File: src/design/rca_pkg.sv
// Shared types and constants for the ring chunk allocator.
// Holds the request and response structs and the request and status codes.
// No dependencies.
package rca_pkg;

    localparam int OFFSET_W = 20;
    localparam int COUNT_W  = 21;
    localparam int SIZE_W   = OFFSET_W + 1;

    localparam logic [SIZE_W-1:0] RING_SIZE_MAX   = SIZE_W'(1) << OFFSET_W;
    localparam logic [SIZE_W-1:0] RING_SIZE_MIN   = SIZE_W'(2);
    localparam logic [SIZE_W-1:0] RING_SIZE_RESET = RING_SIZE_MAX;

    localparam logic [1:0] REQ_PROBE = 2'd0;
    localparam logic [1:0] REQ_ALLOC = 2'd1;
    localparam logic [1:0] REQ_FREE  = 2'd2;

    localparam logic [1:0] ST_OK        = 2'd0;
    localparam logic [1:0] ST_NO_ROOM   = 2'd1;
    localparam logic [1:0] ST_FREE_OVER = 2'd2;

    typedef struct packed {
        logic [1:0]         req_type;
        logic [COUNT_W-1:0] req_count;
    } t_req;

    typedef struct packed {
        logic [1:0]          status;
        logic [OFFSET_W-1:0] chunk_offset;
    } t_rsp;

endpackage

File: src/design/rca_core.sv
// Offset state of the ring allocator and the single-pass decision logic.
// Depends on rca_pkg for the request and response types and codes.
module rca_core (
    input  logic                        i_clk,
    input  logic                        i_rst_n,
    input  logic                        i_cfg_we,
    input  logic [rca_pkg::SIZE_W-1:0]  i_cfg_wdata,
    input  logic                        i_fire,
    input  rca_pkg::t_req               i_req,
    output rca_pkg::t_rsp               o_rsp
);
    import rca_pkg::*;

    localparam int SUM_W = OFFSET_W + 2;

    logic [SIZE_W-1:0]   r_size;
    logic [OFFSET_W-1:0] r_oldest;
    logic [OFFSET_W-1:0] r_next;
    logic [SIZE_W-1:0]   r_wrap_end;

    logic [SIZE_W-1:0]   n_size;
    logic [OFFSET_W-1:0] n_oldest;
    logic [OFFSET_W-1:0] n_next;
    logic [SIZE_W-1:0]   n_wrap_end;

    logic [SIZE_W-1:0]   cfg_size;
    logic                cnt_zero;
    logic [SUM_W-1:0]    cnt_ext;
    logic [SUM_W-1:0]    alloc_sum;
    logic                alloc_ok;
    logic                alloc_wraps;
    logic [OFFSET_W-1:0] alloc_start;
    logic [OFFSET_W-1:0] alloc_next;

    logic                free_step;
    logic [OFFSET_W-1:0] free_first;
    logic [COUNT_W-1:0]  free_cnt;
    logic [SIZE_W-1:0]   free_end;
    logic [SUM_W-1:0]    free_sum;
    logic                free_ok;

    // Out-of-range sizes are clamped once, when the register is written.
    always_comb begin
        if (i_cfg_wdata < RING_SIZE_MIN) begin
            cfg_size = RING_SIZE_MIN;
        end else if (i_cfg_wdata > RING_SIZE_MAX) begin
            cfg_size = RING_SIZE_MAX;
        end else begin
            cfg_size = i_cfg_wdata;
        end
    end

    assign cnt_zero  = (i_req.req_count == '0);
    assign cnt_ext   = SUM_W'(i_req.req_count);
    assign alloc_sum = SUM_W'(r_next) + cnt_ext;

    always_comb begin
        alloc_ok    = 1'b0;
        alloc_wraps = 1'b0;
        alloc_start = r_next;
        alloc_next  = r_next;
        if (cnt_zero) begin
            alloc_ok = 1'b1;
        end else if (r_next > r_oldest) begin
            if (alloc_sum < SUM_W'(r_size)) begin
                alloc_ok   = 1'b1;
                alloc_next = alloc_sum[OFFSET_W-1:0];
            end else if (alloc_sum == SUM_W'(r_size)) begin
                alloc_ok   = (r_oldest != '0);
                alloc_next = '0;
            end else begin
                // Tail too short: restart the chunk at offset zero.
                alloc_ok    = (cnt_ext < SUM_W'(r_oldest));
                alloc_wraps = 1'b1;
                alloc_start = '0;
                alloc_next  = i_req.req_count[OFFSET_W-1:0];
            end
        end else begin
            alloc_ok   = (alloc_sum < SUM_W'(r_oldest));
            alloc_next = alloc_sum[OFFSET_W-1:0];
        end
    end

    // Reaching the wrap end costs one byte to step back to offset zero.
    assign free_step  = (r_wrap_end != '0) && (SIZE_W'(r_oldest) == r_wrap_end - SIZE_W'(1));
    assign free_first = free_step ? '0 : r_oldest;
    assign free_cnt   = free_step ? i_req.req_count - COUNT_W'(1) : i_req.req_count;
    assign free_end   = free_step ? r_size : r_wrap_end;
    assign free_sum   = SUM_W'(free_first) + SUM_W'(free_cnt);

    always_comb begin
        if (free_first <= r_next) begin
            free_ok = cnt_zero || (free_sum < SUM_W'(r_next));
        end else begin
            free_ok = cnt_zero || (free_sum < SUM_W'(free_end));
        end
    end

    always_comb begin
        n_size       = r_size;
        n_oldest     = r_oldest;
        n_next       = r_next;
        n_wrap_end   = r_wrap_end;
        o_rsp.status       = ST_OK;
        o_rsp.chunk_offset = r_next;
        case (i_req.req_type)
            REQ_ALLOC: begin
                if (alloc_ok) begin
                    n_next             = alloc_next;
                    o_rsp.chunk_offset = alloc_start;
                    if (alloc_wraps) begin
                        n_wrap_end = SIZE_W'(r_next);
                    end
                end else begin
                    o_rsp.status = ST_NO_ROOM;
                end
            end
            REQ_FREE: begin
                if (!free_ok) begin
                    o_rsp.status = ST_FREE_OVER;
                end else if (!cnt_zero) begin
                    n_oldest   = free_sum[OFFSET_W-1:0];
                    n_wrap_end = free_end;
                end
            end
            default: begin
                if (!alloc_ok) begin
                    o_rsp.status = ST_NO_ROOM;
                end
            end
        endcase
        if (!i_fire) begin
            n_oldest   = r_oldest;
            n_next     = r_next;
            n_wrap_end = r_wrap_end;
        end
        if (i_cfg_we) begin
            n_size     = cfg_size;
            n_oldest   = '0;
            n_next     = OFFSET_W'(1);
            n_wrap_end = cfg_size;
        end
    end

    always_ff @(posedge i_clk) begin
        if (!i_rst_n) begin
            r_size     <= RING_SIZE_RESET;
            r_oldest   <= '0;
            r_next     <= OFFSET_W'(1);
            r_wrap_end <= RING_SIZE_RESET;
        end else begin
            r_size     <= n_size;
            r_oldest   <= n_oldest;
            r_next     <= n_next;
            r_wrap_end <= n_wrap_end;
        end
    end

endmodule

File: src/design/ring_chunk_allocator_top.sv
// Top level of the ring chunk allocator: request register, result register
// and the rca_core offset logic between them. Depends on rca_pkg and rca_core.

// Takes one request per clock while the output is not stalled and gives one
// result per request, in order. An accepted request is held in the request
// register and is evaluated against the three offsets once the result register
// is free or drains; its result is then registered in the result register
// and shown on the output. Sustained throughput is one request per cycle while
// the output is not stalled, set by the single update of the offset registers
// per cycle. Writing ring_size re-initialises the offsets for the new size;
// sizes below 2 or above 2^20 are clamped.
module ring_chunk_allocator_top (
    input  logic                        i_clk,
    input  logic                        i_rst_n,
    input  logic                        i_in_valid,
    output logic                        o_in_ready,
    input  rca_pkg::t_req               i_in_data,
    output logic                        o_out_valid,
    input  logic                        i_out_ready,
    output rca_pkg::t_rsp               o_out_data,
    input  logic                        i_cfg_we,
    input  logic [rca_pkg::SIZE_W-1:0]  i_cfg_wdata
);
    import rca_pkg::*;

    logic r_in_valid;
    t_req r_in;
    logic r_out_valid;
    t_rsp r_out;
    t_rsp core_rsp;
    logic advance;

    // The held request moves on whenever the result register is free or drains.
    assign advance    = r_in_valid && (!r_out_valid || i_out_ready);
    assign o_in_ready = !r_in_valid || advance;

    rca_core u_core (
        .i_clk       (i_clk),
        .i_rst_n     (i_rst_n),
        .i_cfg_we    (i_cfg_we),
        .i_cfg_wdata (i_cfg_wdata),
        .i_fire      (advance),
        .i_req       (r_in),
        .o_rsp       (core_rsp)
    );

    always_ff @(posedge i_clk) begin
        if (!i_rst_n) begin
            r_in_valid  <= 1'b0;
            r_out_valid <= 1'b0;
        end else begin
            if (o_in_ready) begin
                r_in_valid <= i_in_valid;
            end
            if (advance) begin
                r_out_valid <= 1'b1;
            end else if (i_out_ready) begin
                r_out_valid <= 1'b0;
            end
        end
    end

    always_ff @(posedge i_clk) begin
        if (o_in_ready && i_in_valid) begin
            r_in <= i_in_data;
        end
        if (advance) begin
            r_out <= core_rsp;
        end
    end

    assign o_out_valid = r_out_valid;
    assign o_out_data  = r_out;

endmodule

File: config.mk
export PLATFORM = sky130hd
export DESIGN_NAME = ring_chunk_allocator_top
export DESIGN_NICKNAME = d
export VERILOG_FILES = /design/src/design/rca_pkg.sv /design/src/design/rca_core.sv /design/src/design/ring_chunk_allocator_top.sv
export SDC_FILE = /design/constraint.sdc
export NUM_CORES = 1
export LEC_CHECK = 0
export BUFFER_PORTS_ARGS = -buffer_cell sky130_fd_sc_hd__buf_2
export CORE_MARGIN = 2
export CORE_UTILIZATION = 53
export CTS_CLUSTER_DIAMETER = 200
export DETAILED_ROUTE_END_ITERATION = 6
export PLACE_DENSITY = 0.76
export SLEW_MARGIN = 20
export SYNTH_ARGS = -nofsm -noshare
export SYNTH_HDL_FRONTEND = slang
export SYNTH_SLANG_ARGS = --single-unit
export TNS_END_PERCENT = 30
File: constraint.sdc
create_clock -name i_clk -period 7.7 [get_ports i_clk]
set_input_delay 2.31 -clock i_clk [delete_from_list [all_inputs] [get_ports i_clk]]
set_output_delay 2.31 -clock i_clk [all_outputs]
set_load 0.03 [all_outputs]
==> qor.txt <==
Post-synthesis sequential area ratio: 0.246
Clock root buffer: clkbuf_16
Status: finished clean
Hold path cells: 1
Largest net degree at the start of global routing: 50
Final setup margin: 0.285 ns
Total GRT Usage: 0.333
Cts bufs inserted: 17
Final setup fails: 0
Post-synthesis register bit count: 129
Worst Hold Class: reg -> reg
Worst skew pair latency: 0.45 ns
Die Ht: 156 µm
Switching Power: 0.000774 W
Internal Pwr Total: 0.00139 W
FF-to-FF setup slack: 0.28 ns
Top delay family on crit path: simple AND/OR/NAND/NOR gates
Placed cell areas: 0.0132 mm²
Setup Skew: 0.0192 ns
WHS: 0.498 ns
Most used cell, CP: a21o_1
Final Critical Period: 7.42 ns
Mapped Avg Cell Area: 8.07 µm²
Synth Instances: 1524
Critical path class: reg -> reg
Routed Antenna Nets: 0
Core area: 0.0227 mm²
Fillers: 2016
Worst r2r path cells: 31
CP required: 8.06 ns
Pre-Repair DR Iteration Count: 5
Longest Clk Path Bufs: 2
Post-synth EDFFs: 45
CTS clk-pin slew, worst paths: 0.07 ns
Power Total: 0.00216 W
Die area: 0.0245 mm²
Count of cell types in the netlist: 88
CP startpoint kind: register
Vias in the first global route: 11600
Overflow after GRT: 0
Initial Util: 0.542
Initial antenna violation count: 1
CP Data Arrival Time: 7.77 ns
DP Worst Slack: -0.197 ns
Final Hold Viols: 0
Async set-reset flop share out of synthesis: 0
Die X: 156 µm
Critical path fanouts, max: 21
Sequential Power Share: 0.353
Final GP Congestion: 1.04
Critical Path End Type: register
Comb pwr share: 0.271
Fin. max-slew vios: 0
Routed wire length: 41100 µm
Cell Area, Synth: 0.0123 mm²
Clock power frac: 0.376
Total clock sinks: 129
Post-DP HPWL: 31200 µm
PortBufs: 72
Period Utilization, post-route: 0.963
Max incr delay on CP: 0.53 ns
DRC violations left: 0
Max IR drop VDD: 0.108 mV
Final instance area: 0.0140 mm²
TritonCTS clock tree: done
Fin nets: 1833
Layout cells sized above 1: 0.136
1st-iter DRT viols: 1257
Max-Cap Viols: 0
Critical Path Slowest Stage Cell: or3b_2
Buffers and inverters on the worst path: 1
Syn nets: 1749
Inserted Diodes: 0
Tightest Pin Transition: 1.01 ns
Via density: 6.42
Per-cell routed wire length: 21.6 µm
Slew HR: 0.329
WP depth: 31
First-pass GRT wire length: 62900 µm
FP Rows: 55
Routed via count: 12200
Io pins: 73
Net Sw Frac: 0.358
Synth Flop Type: dfxtp_1
Leak Pwr: 5.97 nW
Total power per unit cell area: 154 mW/mm²
Syn-to-layout area delta: 13.6%
Max Clk Rate: 135 MHz
Max H-tree Level: 4
Yosys Warn Count: 0
==> final timing paths <==
path                         start                 end
min               u_core.r_size[1]    u_core.r_size[1]
max reg2reg  u_core.r_wrap_end[13]  u_core.r_oldest[5]
max          u_core.r_wrap_end[13]  u_core.r_oldest[5]
min reg2reg       u_core.r_size[1]    u_core.r_size[1]
==> metrics by stage <==
stage / std cells / utilization / TNS (ns)
after CTS: 1899 / 0.607 / 0
final: 1906 / 0.616 / 0
after floorplan: 1524 / - / 0
after global routing: 1906 / 0.616 / -0.118
after detailed placement: 1866 / 0.580 / -6.44
after global placement: 1866 / 0.580 / 0
==> per-layer routing <==
layer | GRT usage | vias up | wire length (µm) | part of all wire
li1 | - | 5766 | - | -
met1 | 0.427 | 5663 | 17000 | 0.41
met2 | 0.542 | 630 | 18800 | 0.46
met3 | 0.0515 | 171 | 3020 | 0.073
met4 | 0.175 | 0 | 2240 | 0.055
met5 | 0 | - | 0 | 0
==> cell families (layout without fill, tap and decap cells) <==
kind of cell,Yosys count,after routing,share of synthesized area
buffers and inverters,159,254,0.0524
AOI/OAI and AO/OA,442,444,0.230
xor gates and xnor gates,81,81,0.0577
adders and majority gates,179,179,0.182
muxes,32,32,0.0263
and+or+nand+nor,502,502,0.205
DFF,129,129,0.246
==> power by group through the flow <==
stage / clock network (W) / logic (W) / registers, W
after floorplan: 0 / 0.000378 / 0.000770
after global placement: 0 / 0.000529 / 0.000775
after detailed placement: 0 / 0.000542 / 0.000775
after CTS: 0.000817 / 0.000550 / 0.000760
after global routing: 0.000841 / 0.000637 / 0.000764
final: 0.000812 / 0.000585 / 0.000762
==> layout make-up <==
type	instances	area [µm²]	share of cell area
Multi-Input combinational cell	1238	8820	0.631
Tap cell	285	357	0.0255
Sequential cell	129	3030	0.217
Clock inverter	15	139	0.00993
Inverter	83	312	0.0223
Timing Repair Buffer	139	896	0.0641
Clock buffer	17	425	0.0304
==> what timing repair did <==
| action | 4_1_cts | 5_1_grt |
|---|---|---|
| hold buffers | 0 | 0 |
| cloned | 1 | 1 |
| buffers inserted | 0 | 6 |
| gates resized for setup | 5 | 23 |
| setup endpoints to repair | 42 | 42 |
| pin swaps | 1 | 11 |
==> cell usage in the layout, fill, tap and decap left out, drive strengths merged, types with 6 or more instances in the layout <==
cell type and instances:
xnor2 45, mux2i 29, and3 10, a21oi 127, a211oi 34, nor2 143, edfxtp 45, nor3 36
o21a 9, nand3 37, nand2b 25, nand2 126, nand4 32, ha 175, buf 139, o21ai 102
a22oi 20, o31ai 7, nor2b 24, clkbuf 17, inv 93, a21o 62, and2 7, or3 11
xor2 36, nor4 21, o21bai 6, dfxtp 84, a31oi 29, nand4b 6
==> flip-flops by register name (all words and copies together) (netlist names) <==
signal             cells
u_core.r_wrap_end     21
o_out_data            22
o_out_valid            1
u_core.r_size         21
u_core.r_oldest       20
r_in_valid             1
u_core.r_next         20
r_in                  23
==> synth_stat cells (5+ instances only) <==
cell      number  share of area
o21bai_1       6         0.0037
nor4_1        16         0.0081
a22oi_1       20          0.012
nand2_1      126          0.038
xor2_1        36          0.026
and2_1         6         0.0031
a21o_1        62          0.038
nor2_1       143          0.044
mux2i_1       29          0.024
edfxtp_1      45           0.11
nor3_1        36          0.015
a211oi_1      33          0.020
buf_1          6         0.0018
clkbuf_1      56          0.017
xnor2_1       45          0.032
o31ai_1        6         0.0037
nand4b_1       5         0.0036
dfxtp_1       84           0.14
a21oi_1      124          0.050
nand4_1       31          0.016
o21a_1         9         0.0055
buf_2          8         0.0033
and3_1        10         0.0051
nand3_1       37          0.015
nor2b_1       24          0.012
ha_1         175           0.18
a31oi_1       28          0.014
inv_1         83          0.025
o21ai_0      100          0.041
or3_1         11         0.0056
nand2b_1      25          0.013
==> worst register-to-register path: cells and delay by family, from the launching register on <==
| family | cells | cell delay, ns |
|---|---|---|
| AOI/OAI and AO/OA | 13 | 2.25 |
| xor gates and xnor gates | 1 | 0.45 |
| adders and majority gates | 3 | 0.89 |
| buffers and inverters | 1 | 0.19 |
| DFF | 1 | 0.40 |
| muxes | 1 | 0.23 |
| and+or+nand+nor | 12 | 2.90 |
(Power assumes the default switching activity.)
